==> src/rtl/dap_pkg.sv <==
`timescale 1ns / 1ps
// ----------------------------------------------------------------------------
// dap_pkg
// Shared types and constants of the decimal amount parser: status codes,
// parse phases, character codes and the powers-of-ten table.
// ----------------------------------------------------------------------------
package dap_pkg;

  typedef enum logic [2:0] {
    ST_OK        = 3'd0,
    ST_WHOLE_OVF = 3'd1,
    ST_INVALID   = 3'd2,
    ST_EMPTY     = 3'd3,
    ST_SCALE_OVF = 3'd4,
    ST_ADD_OVF   = 3'd5
  } status_e;

  typedef enum logic [1:0] {
    PH_LEAD  = 2'd0,
    PH_WHOLE = 2'd1,
    PH_FRAC  = 2'd2,
    PH_TRAIL = 2'd3
  } phase_e;

  // register index, taken from the 8-byte word address
  localparam logic REG_MAX_AMOUNT = 1'b0;

  localparam logic [63:0] MAX_AMOUNT_RESET = 64'hFFFF_FFFF_FFFF_FFFF;

  localparam logic [7:0] CH_ZERO  = 8'h30;
  localparam logic [7:0] CH_NINE  = 8'h39;
  localparam logic [7:0] CH_POINT = 8'h2E;
  localparam logic [7:0] CH_SPACE = 8'h20;
  localparam logic [7:0] CH_TAB   = 8'h09;
  localparam logic [7:0] CH_CR    = 8'h0D;

  localparam int POW10_N = 20;

  localparam logic [63:0] POW10 [POW10_N] = '{
    64'd1,
    64'd10,
    64'd100,
    64'd1000,
    64'd10000,
    64'd100000,
    64'd1000000,
    64'd10000000,
    64'd100000000,
    64'd1000000000,
    64'd10000000000,
    64'd100000000000,
    64'd1000000000000,
    64'd10000000000000,
    64'd100000000000000,
    64'd1000000000000000,
    64'd10000000000000000,
    64'd100000000000000000,
    64'd1000000000000000000,
    64'd10000000000000000000
  };

endpackage

==> src/rtl/dap_finish.sv <==
`timescale 1ns / 1ps
// ----------------------------------------------------------------------------
// dap_finish
// Result pipeline: scales the whole part, adds the fraction and checks the
// total against the limit. Four elastic stages, each with its own valid bit.
// ----------------------------------------------------------------------------
module dap_finish #(
  parameter int          FRAC_W = 27,
  parameter logic [63:0] MULT   = 64'd100000000
) (
  input  logic                 clk_i,
  input  logic                 rst_ni,
  input  logic                 load_i,
  output logic                 free_o,
  input  dap_pkg::status_e     status_i,
  input  logic [63:0]          whole_i,
  input  logic [FRAC_W-1:0]    frac_i,
  input  logic [63:0]          max_i,
  output logic                 out_valid_o,
  input  logic                 out_stall_i,
  output logic [63:0]          out_amount_o,
  output dap_pkg::status_e     out_status_o
);

  localparam logic [31:0] MULT_LO = MULT[31:0];
  localparam logic [31:0] MULT_HI = MULT[63:32];

  logic                s1_valid_q;
  dap_pkg::status_e    s1_status_q;
  logic [63:0]         s1_whole_q;
  logic [FRAC_W-1:0]   s1_frac_q;

  logic                s2_valid_q;
  dap_pkg::status_e    s2_status_q;
  logic [FRAC_W-1:0]   s2_frac_q;
  logic [63:0]         p_ll_q, p_lh_q, p_hl_q, p_hh_q;

  logic                s3_valid_q;
  dap_pkg::status_e    s3_status_q;
  logic [FRAC_W-1:0]   s3_frac_q;
  logic [127:0]        prod_q;
  logic [127:0]        prod_d;

  logic                out_valid_q;
  logic [63:0]         amount_q, amount_d;
  dap_pkg::status_e    status_q, status_d;
  logic [64:0]         sum;

  logic out_free, s3_free, s2_free, s1_free;

  assign out_free = !out_valid_q || !out_stall_i;
  assign s3_free  = !s3_valid_q || out_free;
  assign s2_free  = !s2_valid_q || s3_free;
  assign s1_free  = !s1_valid_q || s2_free;
  assign free_o   = s1_free;

  assign prod_d = 128'(p_ll_q) + (128'(p_lh_q) << 32) + (128'(p_hl_q) << 32)
                + (128'(p_hh_q) << 64);

  assign sum = 65'(prod_q[63:0]) + 65'(s3_frac_q);

  always_comb begin
    amount_d = '0;
    status_d = s3_status_q;
    if (s3_status_q == dap_pkg::ST_OK) begin
      if ((|prod_q[127:64]) || (prod_q[63:0] > max_i)) begin
        status_d = dap_pkg::ST_SCALE_OVF;
      end else if (sum > 65'(max_i)) begin
        status_d = dap_pkg::ST_ADD_OVF;
      end else begin
        amount_d = sum[63:0];
      end
    end
  end

  always_ff @(posedge clk_i or negedge rst_ni) begin
    if (!rst_ni) begin
      s1_valid_q  <= 1'b0;
      s2_valid_q  <= 1'b0;
      s3_valid_q  <= 1'b0;
      out_valid_q <= 1'b0;
    end else begin
      if (s1_free)  s1_valid_q  <= load_i;
      if (s2_free)  s2_valid_q  <= s1_valid_q;
      if (s3_free)  s3_valid_q  <= s2_valid_q;
      if (out_free) out_valid_q <= s3_valid_q;
    end
  end

  always_ff @(posedge clk_i) begin
    if (s1_free && load_i) begin
      s1_status_q <= status_i;
      s1_whole_q  <= whole_i;
      s1_frac_q   <= frac_i;
    end
    if (s2_free && s1_valid_q) begin
      s2_status_q <= s1_status_q;
      s2_frac_q   <= s1_frac_q;
      p_ll_q      <= s1_whole_q[31:0]  * MULT_LO;
      p_lh_q      <= s1_whole_q[31:0]  * MULT_HI;
      p_hl_q      <= s1_whole_q[63:32] * MULT_LO;
      p_hh_q      <= s1_whole_q[63:32] * MULT_HI;
    end
    if (s3_free && s2_valid_q) begin
      s3_status_q <= s2_status_q;
      s3_frac_q   <= s2_frac_q;
      prod_q      <= prod_d;
    end
    if (out_free && s3_valid_q) begin
      amount_q <= amount_d;
      status_q <= status_d;
    end
  end

  assign out_valid_o  = out_valid_q;
  assign out_amount_o = amount_q;
  assign out_status_o = status_q;

endmodule

==> src/rtl/decimal_amount_parser_unit.sv <==
`timescale 1ns / 1ps
// ----------------------------------------------------------------------------
// decimal_amount_parser_unit
// Parses a decimal amount string, one character per item, into a fixed-point
// amount with DECIMALS fraction digits, checked against max_amount.
// ----------------------------------------------------------------------------
// The block takes one item per cycle unless stalled, characters and end
// markers alike. Each character updates the parse state in the cycle it is
// accepted; an end marker snapshots that state, clears it, and sends the
// snapshot down a four-stage result pipeline (capture, split 32-bit partial
// products, product sum, limit checks), whose last stage registers the result.
// The pipeline is elastic, so input is held off only when all four stages are
// full behind a stalled output. max_amount sits at byte address 0; the user is
// to write it only while no result is pending, and the block does not enforce it.
module decimal_amount_parser_unit #(
  parameter int DECIMALS = 8
) (
  input  logic        clk_i,
  input  logic        rst_ni,
  input  logic        in_valid_i,
  output logic        in_stall_o,
  input  logic [7:0]  in_ch_i,
  input  logic        in_end_req_i,
  output logic        out_valid_o,
  input  logic        out_stall_i,
  output logic [63:0] out_amount_o,
  output logic [2:0]  out_status_o,
  input  logic        psel,
  input  logic        penable,
  input  logic        pwrite,
  input  logic [3:0]  paddr,
  input  logic [63:0] pwdata,
  output logic [63:0] prdata,
  output logic        pready
);

  localparam logic [63:0] MULT   = dap_pkg::POW10[DECIMALS];
  localparam int          FRAC_W = $clog2(MULT);
  localparam int          CNT_W  = $clog2(DECIMALS + 1);

  logic [63:0]        max_q;
  dap_pkg::phase_e    phase_q, phase_d;
  dap_pkg::status_e   err_q, err_d;
  logic [63:0]        whole_q, whole_d;
  logic [FRAC_W-1:0]  frac_q, frac_d;
  logic [CNT_W-1:0]   cnt_q, cnt_d;

  logic               in_accept;
  logic               fin_free;
  logic               fin_load;
  dap_pkg::status_e   head_status;
  dap_pkg::status_e   fin_status;

  logic               is_ws, is_dig, is_point;
  logic [3:0]         digit;
  logic [67:0]        whole_x10;
  logic               whole_ovf;
  logic [4:0]         pow_idx;
  logic [63:0]        frac_step;

  // configuration port
  assign pready = 1'b1;
  assign prdata = (paddr[3] == dap_pkg::REG_MAX_AMOUNT) ? max_q : '0;

  always_ff @(posedge clk_i or negedge rst_ni) begin
    if (!rst_ni) begin
      max_q <= dap_pkg::MAX_AMOUNT_RESET;
    end else if (psel && penable && pwrite && pready
                 && paddr[3] == dap_pkg::REG_MAX_AMOUNT) begin
      max_q <= pwdata;
    end
  end

  // character classes
  assign is_dig   = (in_ch_i >= dap_pkg::CH_ZERO) && (in_ch_i <= dap_pkg::CH_NINE);
  assign is_ws    = (in_ch_i == dap_pkg::CH_SPACE)
                 || ((in_ch_i >= dap_pkg::CH_TAB) && (in_ch_i <= dap_pkg::CH_CR));
  assign is_point = (in_ch_i == dap_pkg::CH_POINT);
  assign digit    = in_ch_i[3:0];

  assign whole_x10 = 68'({whole_q, 3'b000}) + 68'({whole_q, 1'b0}) + 68'(digit);
  assign whole_ovf = |whole_x10[67:64];

  // weight of the next fraction digit
  assign pow_idx   = 5'(DECIMALS - 1) - 5'(cnt_q);
  assign frac_step = 64'(digit) * dap_pkg::POW10[pow_idx];

  assign in_accept  = in_valid_i && !in_stall_o;
  assign in_stall_o = !fin_free;
  assign fin_load   = in_accept && in_end_req_i;

  always_comb begin
    priority if (err_q != dap_pkg::ST_OK) head_status = err_q;
    else if (phase_q == dap_pkg::PH_LEAD) head_status = dap_pkg::ST_EMPTY;
    else head_status = dap_pkg::ST_OK;
  end

  always_comb begin
    phase_d = phase_q;
    err_d   = err_q;
    whole_d = whole_q;
    frac_d  = frac_q;
    cnt_d   = cnt_q;
    if (in_accept) begin
      if (in_end_req_i) begin
        phase_d = dap_pkg::PH_LEAD;
        err_d   = dap_pkg::ST_OK;
        whole_d = '0;
        frac_d  = '0;
        cnt_d   = '0;
      end else if (err_q == dap_pkg::ST_OK) begin
        unique case (phase_q)
          dap_pkg::PH_LEAD, dap_pkg::PH_WHOLE: begin
            if (is_dig) begin
              if (whole_ovf) begin
                err_d = dap_pkg::ST_WHOLE_OVF;
              end else begin
                whole_d = whole_x10[63:0];
                phase_d = dap_pkg::PH_WHOLE;
              end
            end else if (is_point) begin
              phase_d = dap_pkg::PH_FRAC;
            end else if (is_ws) begin
              if (phase_q == dap_pkg::PH_WHOLE) phase_d = dap_pkg::PH_TRAIL;
            end else begin
              err_d = dap_pkg::ST_INVALID;
            end
          end
          dap_pkg::PH_FRAC: begin
            if (is_dig) begin
              if (cnt_q < CNT_W'(DECIMALS)) begin
                frac_d = frac_q + frac_step[FRAC_W-1:0];
                cnt_d  = cnt_q + CNT_W'(1);
              end
            end else if (is_ws) begin
              phase_d = dap_pkg::PH_TRAIL;
            end else begin
              err_d = dap_pkg::ST_INVALID;
            end
          end
          dap_pkg::PH_TRAIL: begin
            if (!is_ws) err_d = dap_pkg::ST_INVALID;
          end
          default: begin
            err_d = err_q;
          end
        endcase
      end
    end
  end

  always_ff @(posedge clk_i or negedge rst_ni) begin
    if (!rst_ni) begin
      phase_q <= dap_pkg::PH_LEAD;
      err_q   <= dap_pkg::ST_OK;
      whole_q <= '0;
      frac_q  <= '0;
      cnt_q   <= '0;
    end else begin
      phase_q <= phase_d;
      err_q   <= err_d;
      whole_q <= whole_d;
      frac_q  <= frac_d;
      cnt_q   <= cnt_d;
    end
  end

  dap_finish #(
    .FRAC_W (FRAC_W),
    .MULT   (MULT)
  ) u_finish (
    .clk_i        (clk_i),
    .rst_ni       (rst_ni),
    .load_i       (fin_load),
    .free_o       (fin_free),
    .status_i     (head_status),
    .whole_i      (whole_q),
    .frac_i       (frac_q),
    .max_i        (max_q),
    .out_valid_o  (out_valid_o),
    .out_stall_i  (out_stall_i),
    .out_amount_o (out_amount_o),
    .out_status_o (fin_status)
  );

  assign out_status_o = fin_status;

`ifndef SYNTH
  a_amount_zero_on_error: assert property (@(posedge clk_i) disable iff (!rst_ni)
    out_valid_o && fin_status != dap_pkg::ST_OK |-> out_amount_o == '0)
    else $error("nonzero amount with error status");

  a_amount_within_limit: assert property (@(posedge clk_i) disable iff (!rst_ni)
    out_valid_o && fin_status == dap_pkg::ST_OK |-> out_amount_o <= max_q)
    else $error("amount above limit reported ok");

  a_clear_after_end: assert property (@(posedge clk_i) disable iff (!rst_ni)
    fin_load |=> phase_q == dap_pkg::PH_LEAD && err_q == dap_pkg::ST_OK
                 && whole_q == '0 && frac_q == '0 && cnt_q == '0)
    else $error("parse state not cleared after end item");

  a_frac_count_bound: assert property (@(posedge clk_i) disable iff (!rst_ni)
    phase_q != dap_pkg::PH_FRAC && phase_q != dap_pkg::PH_TRAIL |-> cnt_q == '0)
    else $error("fraction digits counted outside fraction");
`endif

endmodule
==> config.mk <==
export PLATFORM = sky130hd
export DESIGN_NAME = decimal_amount_parser_unit
export DESIGN_NICKNAME = d
export VERILOG_FILES = /design/src/rtl/dap_pkg.sv /design/src/rtl/dap_finish.sv /design/src/rtl/decimal_amount_parser_unit.sv
export SDC_FILE = /design/constraint.sdc
export NUM_CORES = 2
export LEC_CHECK = 0
export BUFFER_PORTS_ARGS = -buffer_cell sky130_fd_sc_hd__buf_2
export CAP_MARGIN = 10
export CORE_MARGIN = 1.5
export CORE_UTILIZATION = 35
export CTS_CLUSTER_SIZE = 10
export DETAILED_ROUTE_END_ITERATION = 12
export SLEW_MARGIN = 0
export SYNTH_ARGS = -nofsm -noshare
export SYNTH_HDL_FRONTEND = slang
export SYNTH_SLANG_ARGS = --single-unit
==> constraint.sdc <==
create_clock -name clk_i -period 6.6 [get_ports clk_i]
set_input_delay 0.33 -clock clk_i [delete_from_list [all_inputs] [get_ports clk_i]]
set_output_delay 0.33 -clock clk_i [all_outputs]
set_load 0.01 [all_outputs]
==> impl_metrics.xml <==
<?xml version="1.0" encoding="UTF-8"?>
<metrics>
  <group name="global_routing">
    <metric name="grt_start_max_net_pins" unit="">123</metric>
    <metric name="number_of_global_route_vias_before_repair" unit="">39800</metric>
    <metric name="grt_use_total" unit="%">15.8</metric>
    <metric name="grt_first_pass_wirelength" unit="um">213000</metric>
    <metric name="antenna_found_initial" unit="">9</metric>
    <metric name="grt.overflow.total" unit="">0</metric>
  </group>
  <group name="die">
    <metric name="rows" unit="">148</metric>
    <metric name="floorplan.die.width" unit="um">408</metric>
    <metric name="die_y" unit="um">408</metric>
    <metric name="floorplan.initialDensity" unit="%">35.3</metric>
    <metric name="design.die.area" unit="um^2">167000</metric>
    <metric name="design.core.area" unit="um^2">163000</metric>
    <metric name="ioPinCount" unit="">218</metric>
  </group>
  <group name="layout">
    <metric name="antenna_cells_inserted" unit="">0</metric>
    <metric name="n_fill_cell" unit="">15600</metric>
    <metric name="sequential_cell_area" unit="um^2">16500</metric>
    <metric name="layout_common_cells" unit="">sky130_fd_sc_hd__inv_1, sky130_fd_sc_hd__ha_1, sky130_fd_sc_hd__fa_1</metric>
    <metric name="layout-drive-gt1-share" unit="%">13.1</metric>
    <metric name="layout.nets" unit="">7381</metric>
    <metric name="multi_input_area" unit="um^2">36700</metric>
    <metric name="final_common_cell" unit="">sky130_fd_sc_hd__inv_1</metric>
    <metric name="area.growth.synth_to_final" unit="%">14.7</metric>
  </group>
  <group name="timing">
    <metric name="report.final.setup_viol" unit="">0</metric>
    <metric name="hold-worst-slack" unit="ns">0.240</metric>
    <metric name="period_utilisation_layout" unit="%">99.4</metric>
    <metric name="final.min_clock_period" unit="ns">6.56</metric>
    <metric name="pins_over_their_slew_limit" unit="">0</metric>
    <metric name="unrepaired_setup_endpoints_after_global_routing" unit="">true</metric>
    <metric name="tightest_slew" unit="ns">1.05</metric>
    <metric name="finalHoldViolations" unit="">0</metric>
    <metric name="slew_headroom" unit="%">30.0</metric>
    <metric name="f_max" unit="MHz">152</metric>
    <metric name="clock_skew" unit="ns">0.0515</metric>
  </group>
  <group name="worst_setup_path">
    <metric name="critical_path_required" unit="ns">6.99</metric>
    <metric name="setup.worst_path.start_class" unit="">register</metric>
    <metric name="critical_path_arrival" unit="ns">6.95</metric>
    <metric name="criticalPathCategory" unit="">reg2reg</metric>
    <metric name="crit_path_max_fanout" unit="">4</metric>
    <metric name="end_kind" unit="">register</metric>
  </group>
  <group name="flow_run">
    <metric name="maxCapViolCount" unit="">0</metric>
  </group>
  <group name="cts">
    <metric name="cts_htree_levels" unit="">3</metric>
    <metric name="clock_path_buffers" unit="">3</metric>
    <metric name="cts.sinks" unit="">575</metric>
    <metric name="clkLatencyLatePin" unit="ns">0.68</metric>
    <metric name="tritoncts.num_buffers" unit="">73</metric>
    <metric name="worst_setup_hold_path_clk_slew" unit="ns">0.05</metric>
    <metric name="cts_tree" unit="">built</metric>
    <metric name="clock-root-buffer" unit="">sky130_fd_sc_hd__clkbuf_16</metric>
  </group>
  <group name="logic_synthesis">
    <metric name="syn-mean-instance-area" unit="um^2">10.5</metric>
    <metric name="post_synth_num_cell_types" unit="">91</metric>
    <metric name="yosys_most_used_dff" unit="">sky130_fd_sc_hd__edfxtp_1</metric>
    <metric name="number_of_enable_flip_flop_cells_after_synthesis" unit="">407</metric>
    <metric name="synth_seq_cells" unit="">575</metric>
    <metric name="ys_async_sr_fraction" unit="%">29.2</metric>
    <metric name="yosys_warnings" unit="">0</metric>
    <metric name="seq_area_frac_synth" unit="%">28.7</metric>
    <metric name="post_syn_area" unit="um^2">57500</metric>
    <metric name="netlist_instances" unit="">5486</metric>
  </group>
  <group name="detailed_routing">
    <metric name="ant_nets" unit="">0</metric>
    <metric name="detailedRoute.firstPassIterationCount" unit="">5</metric>
    <metric name="viasPerCell" unit="">4.79</metric>
    <metric name="routed_wire_length_per_instance" unit="um">16.2</metric>
    <metric name="drcViolationCount" unit="">0</metric>
    <metric name="via_count" unit="">39100</metric>
    <metric name="drt_iter0_drc" unit="">2015</metric>
    <metric name="routed_wirelength" unit="um">132000</metric>
  </group>
  <group name="placed_design">
    <metric name="routabilityCongestion" unit="">0.878</metric>
    <metric name="dpl.hpwl" unit="um">109000</metric>
    <metric name="numPortBuffers" unit="">213</metric>
  </group>
  <group name="min_path">
    <metric name="hp-class" unit="">in2reg</metric>
  </group>
  <group name="run_status">
    <metric name="result_of_the_run" unit="">finished, final reports clean</metric>
  </group>
</metrics>
==> critical path: stages (launching register included) <==
cell	delay (ns)
sky130_fd_sc_hd__edfxtp_1	0.41
sky130_fd_sc_hd__buf_6	0.15
sky130_fd_sc_hd__buf_4	0.15
sky130_fd_sc_hd__ha_1	0.27
sky130_fd_sc_hd__inv_1	0.07
sky130_fd_sc_hd__fa_1	0.57
sky130_fd_sc_hd__fa_1	0.43
sky130_fd_sc_hd__fa_1	0.48
sky130_fd_sc_hd__fa_1	0.54
sky130_fd_sc_hd__inv_1	0.05
sky130_fd_sc_hd__fa_1	0.47
sky130_fd_sc_hd__ha_1	0.36
sky130_fd_sc_hd__a21oi_1	0.23
sky130_fd_sc_hd__o21ai_0	0.15
sky130_fd_sc_hd__a21oi_1	0.23
sky130_fd_sc_hd__o2111ai_2	0.20
sky130_fd_sc_hd__a21oi_2	0.24
sky130_fd_sc_hd__o31ai_2	0.07
sky130_fd_sc_hd__buf_4	0.15
sky130_fd_sc_hd__o21ai_4	0.17
sky130_fd_sc_hd__o41ai_4	0.09
sky130_fd_sc_hd__a221o_1	0.36
sky130_fd_sc_hd__buf_4	0.15
sky130_fd_sc_hd__a211o_1	0.25
==> repair_timing <==
item                                    in CTS  in global routing
endpoints found under the setup margin       9                 87
buffers inserted                             4                 33
resized for setup                           14                108
endpoints found under the hold margin      111                  0
pin swaps                                    6                 62
hold buffers                                66                  0
==> layer usage <==
layer  vias to the layer above  track usage [%]  routed length [um]
li1                      19200                -                   -
met1                     19000             23.0               64400
met2                       753             24.8               58900
met3                       157             1.82                5680
met4                        10             4.66                3230
met5                         -                0                  50
==> path summary, 6_finish.rpt <==
kind | start | end | slack [ns] | cells after the start
min | in_ch_i[0] | whole_q[0] | 0.24 | 3
max reg2reg | u_finish.s1_whole_q[38] | u_finish.p_hl_q[57] | 0.04 | 23
min reg2reg | u_finish.p_ll_q[25] | u_finish.prod_q[25] | 0.41 | 0
max in group asynchronous | rst_ni | whole_q[61] | 5.26 | 3
max | u_finish.s1_whole_q[38] | u_finish.p_hl_q[57] | 0.04 | 23
min in group asynchronous | rst_ni | max_q[18] | 0.44 | 2
==> metrics by stage <==
step	utilization, %	setup TNS, ns	cell area, um^2	setup WS (ns)	cells
2_1_floorplan	-	0	57600	0.0268	5489
3_3_place_gp	38.2	-0.529	62200	-0.132	7926
3_5_place_dp	38.2	-1.07	62200	-0.217	7926
4_1_cts	40.1	-0.0634	65300	-0.0634	8131
5_1_grt	40.5	-0.670	66000	-0.208	8165
6_report	40.5	0	66000	0.0402	8165
==> cell families after synthesis <==
logic type               after synthesis  share of synthesized area [%]
flip-flops                           575                           28.7
AO/OA/AOI/OAI                        825                           9.72
other                                  2                         0.0131
multiplexers                          70                           1.36
buffers and inverters               1286                           8.50
AND/OR/NAND/NOR                     1100                           9.52
adder cells (fa/ha/maj)             1367                           38.2
XOR/XNOR                             261                           3.97
==> sequential cells by signal, summed over array words and instances, names as in the netlist, 4 cells and up <==
name,cells
u_finish.s1_frac_q,27
max_q,64
u_finish.p_hl_q,51
frac_q,27
u_finish.s2_frac_q,27
u_finish.out_amount_o,64
u_finish.s1_whole_q,64
whole_q,64
cnt_q,4
u_finish.s3_frac_q,27
u_finish.p_ll_q,51
u_finish.prod_q,84
==> area by class of cell <==
| cell class | count | share of cell area, % |
|---|---|---|
| Inverter | 1159 | 6.59 |
| Tap cell | 2175 | 4.12 |
| Timing Repair Buffer | 493 | 5.21 |
| Clock inverter | 17 | 0.391 |
| Clock buffer | 118 | 3.13 |
| Sequential cell | 575 | 25.0 |
| Multi-Input combinational cell | 3628 | 55.5 |
==> synthesized netlist by cell type, types with 6 or more instances <==
master,count,area share (%)
sky130_fd_sc_hd__or3_1,34,0.37
sky130_fd_sc_hd__a22o_1,17,0.26
sky130_fd_sc_hd__dfrtp_1,104,4.5
sky130_fd_sc_hd__a31oi_1,33,0.36
sky130_fd_sc_hd__clkbuf_1,100,0.65
sky130_fd_sc_hd__o21bai_1,30,0.39
sky130_fd_sc_hd__nor2_1,232,1.5
sky130_fd_sc_hd__dfstp_2,64,2.9
sky130_fd_sc_hd__nor4b_1,18,0.27
sky130_fd_sc_hd__or2_2,8,0.087
sky130_fd_sc_hd__xnor2_1,163,2.5
sky130_fd_sc_hd__fa_1,652,23
sky130_fd_sc_hd__a21boi_0,11,0.14
sky130_fd_sc_hd__o311ai_1,19,0.29
sky130_fd_sc_hd__nand2b_1,34,0.37
sky130_fd_sc_hd__buf_2,9,0.078
sky130_fd_sc_hd__buf_1,9,0.059
sky130_fd_sc_hd__o31ai_1,24,0.31
sky130_fd_sc_hd__a211oi_1,22,0.29
sky130_fd_sc_hd__buf_6,6,0.12
sky130_fd_sc_hd__and2_1,31,0.34
sky130_fd_sc_hd__edfxtp_1,407,21
sky130_fd_sc_hd__o21ai_0,129,1.1
sky130_fd_sc_hd__nand4_1,73,0.79
sky130_fd_sc_hd__nor3b_1,8,0.10
sky130_fd_sc_hd__a21o_1,174,2.3
sky130_fd_sc_hd__o21a_1,39,0.51
sky130_fd_sc_hd__nor2b_1,75,0.82
sky130_fd_sc_hd__inv_1,1158,7.6
sky130_fd_sc_hd__a21oi_1,201,1.7
sky130_fd_sc_hd__a211o_1,13,0.20
sky130_fd_sc_hd__o21ai_1,8,0.070
sky130_fd_sc_hd__nand2_1,279,1.8
sky130_fd_sc_hd__o211ai_1,16,0.21
sky130_fd_sc_hd__o22ai_1,6,0.065
sky130_fd_sc_hd__nor3_1,53,0.46
sky130_fd_sc_hd__ha_1,715,16
sky130_fd_sc_hd__nand3b_1,10,0.13
sky130_fd_sc_hd__and4_1,10,0.15
sky130_fd_sc_hd__and3_1,47,0.51
sky130_fd_sc_hd__nand3_1,151,1.3
sky130_fd_sc_hd__mux2_2,66,1.3
sky130_fd_sc_hd__nor4_1,22,0.24
sky130_fd_sc_hd__xor2_1,98,1.5
Power is left out: the tool's default activity adds up to more than one toggle a clock period on the data nets, which glitch-free logic cannot reach.
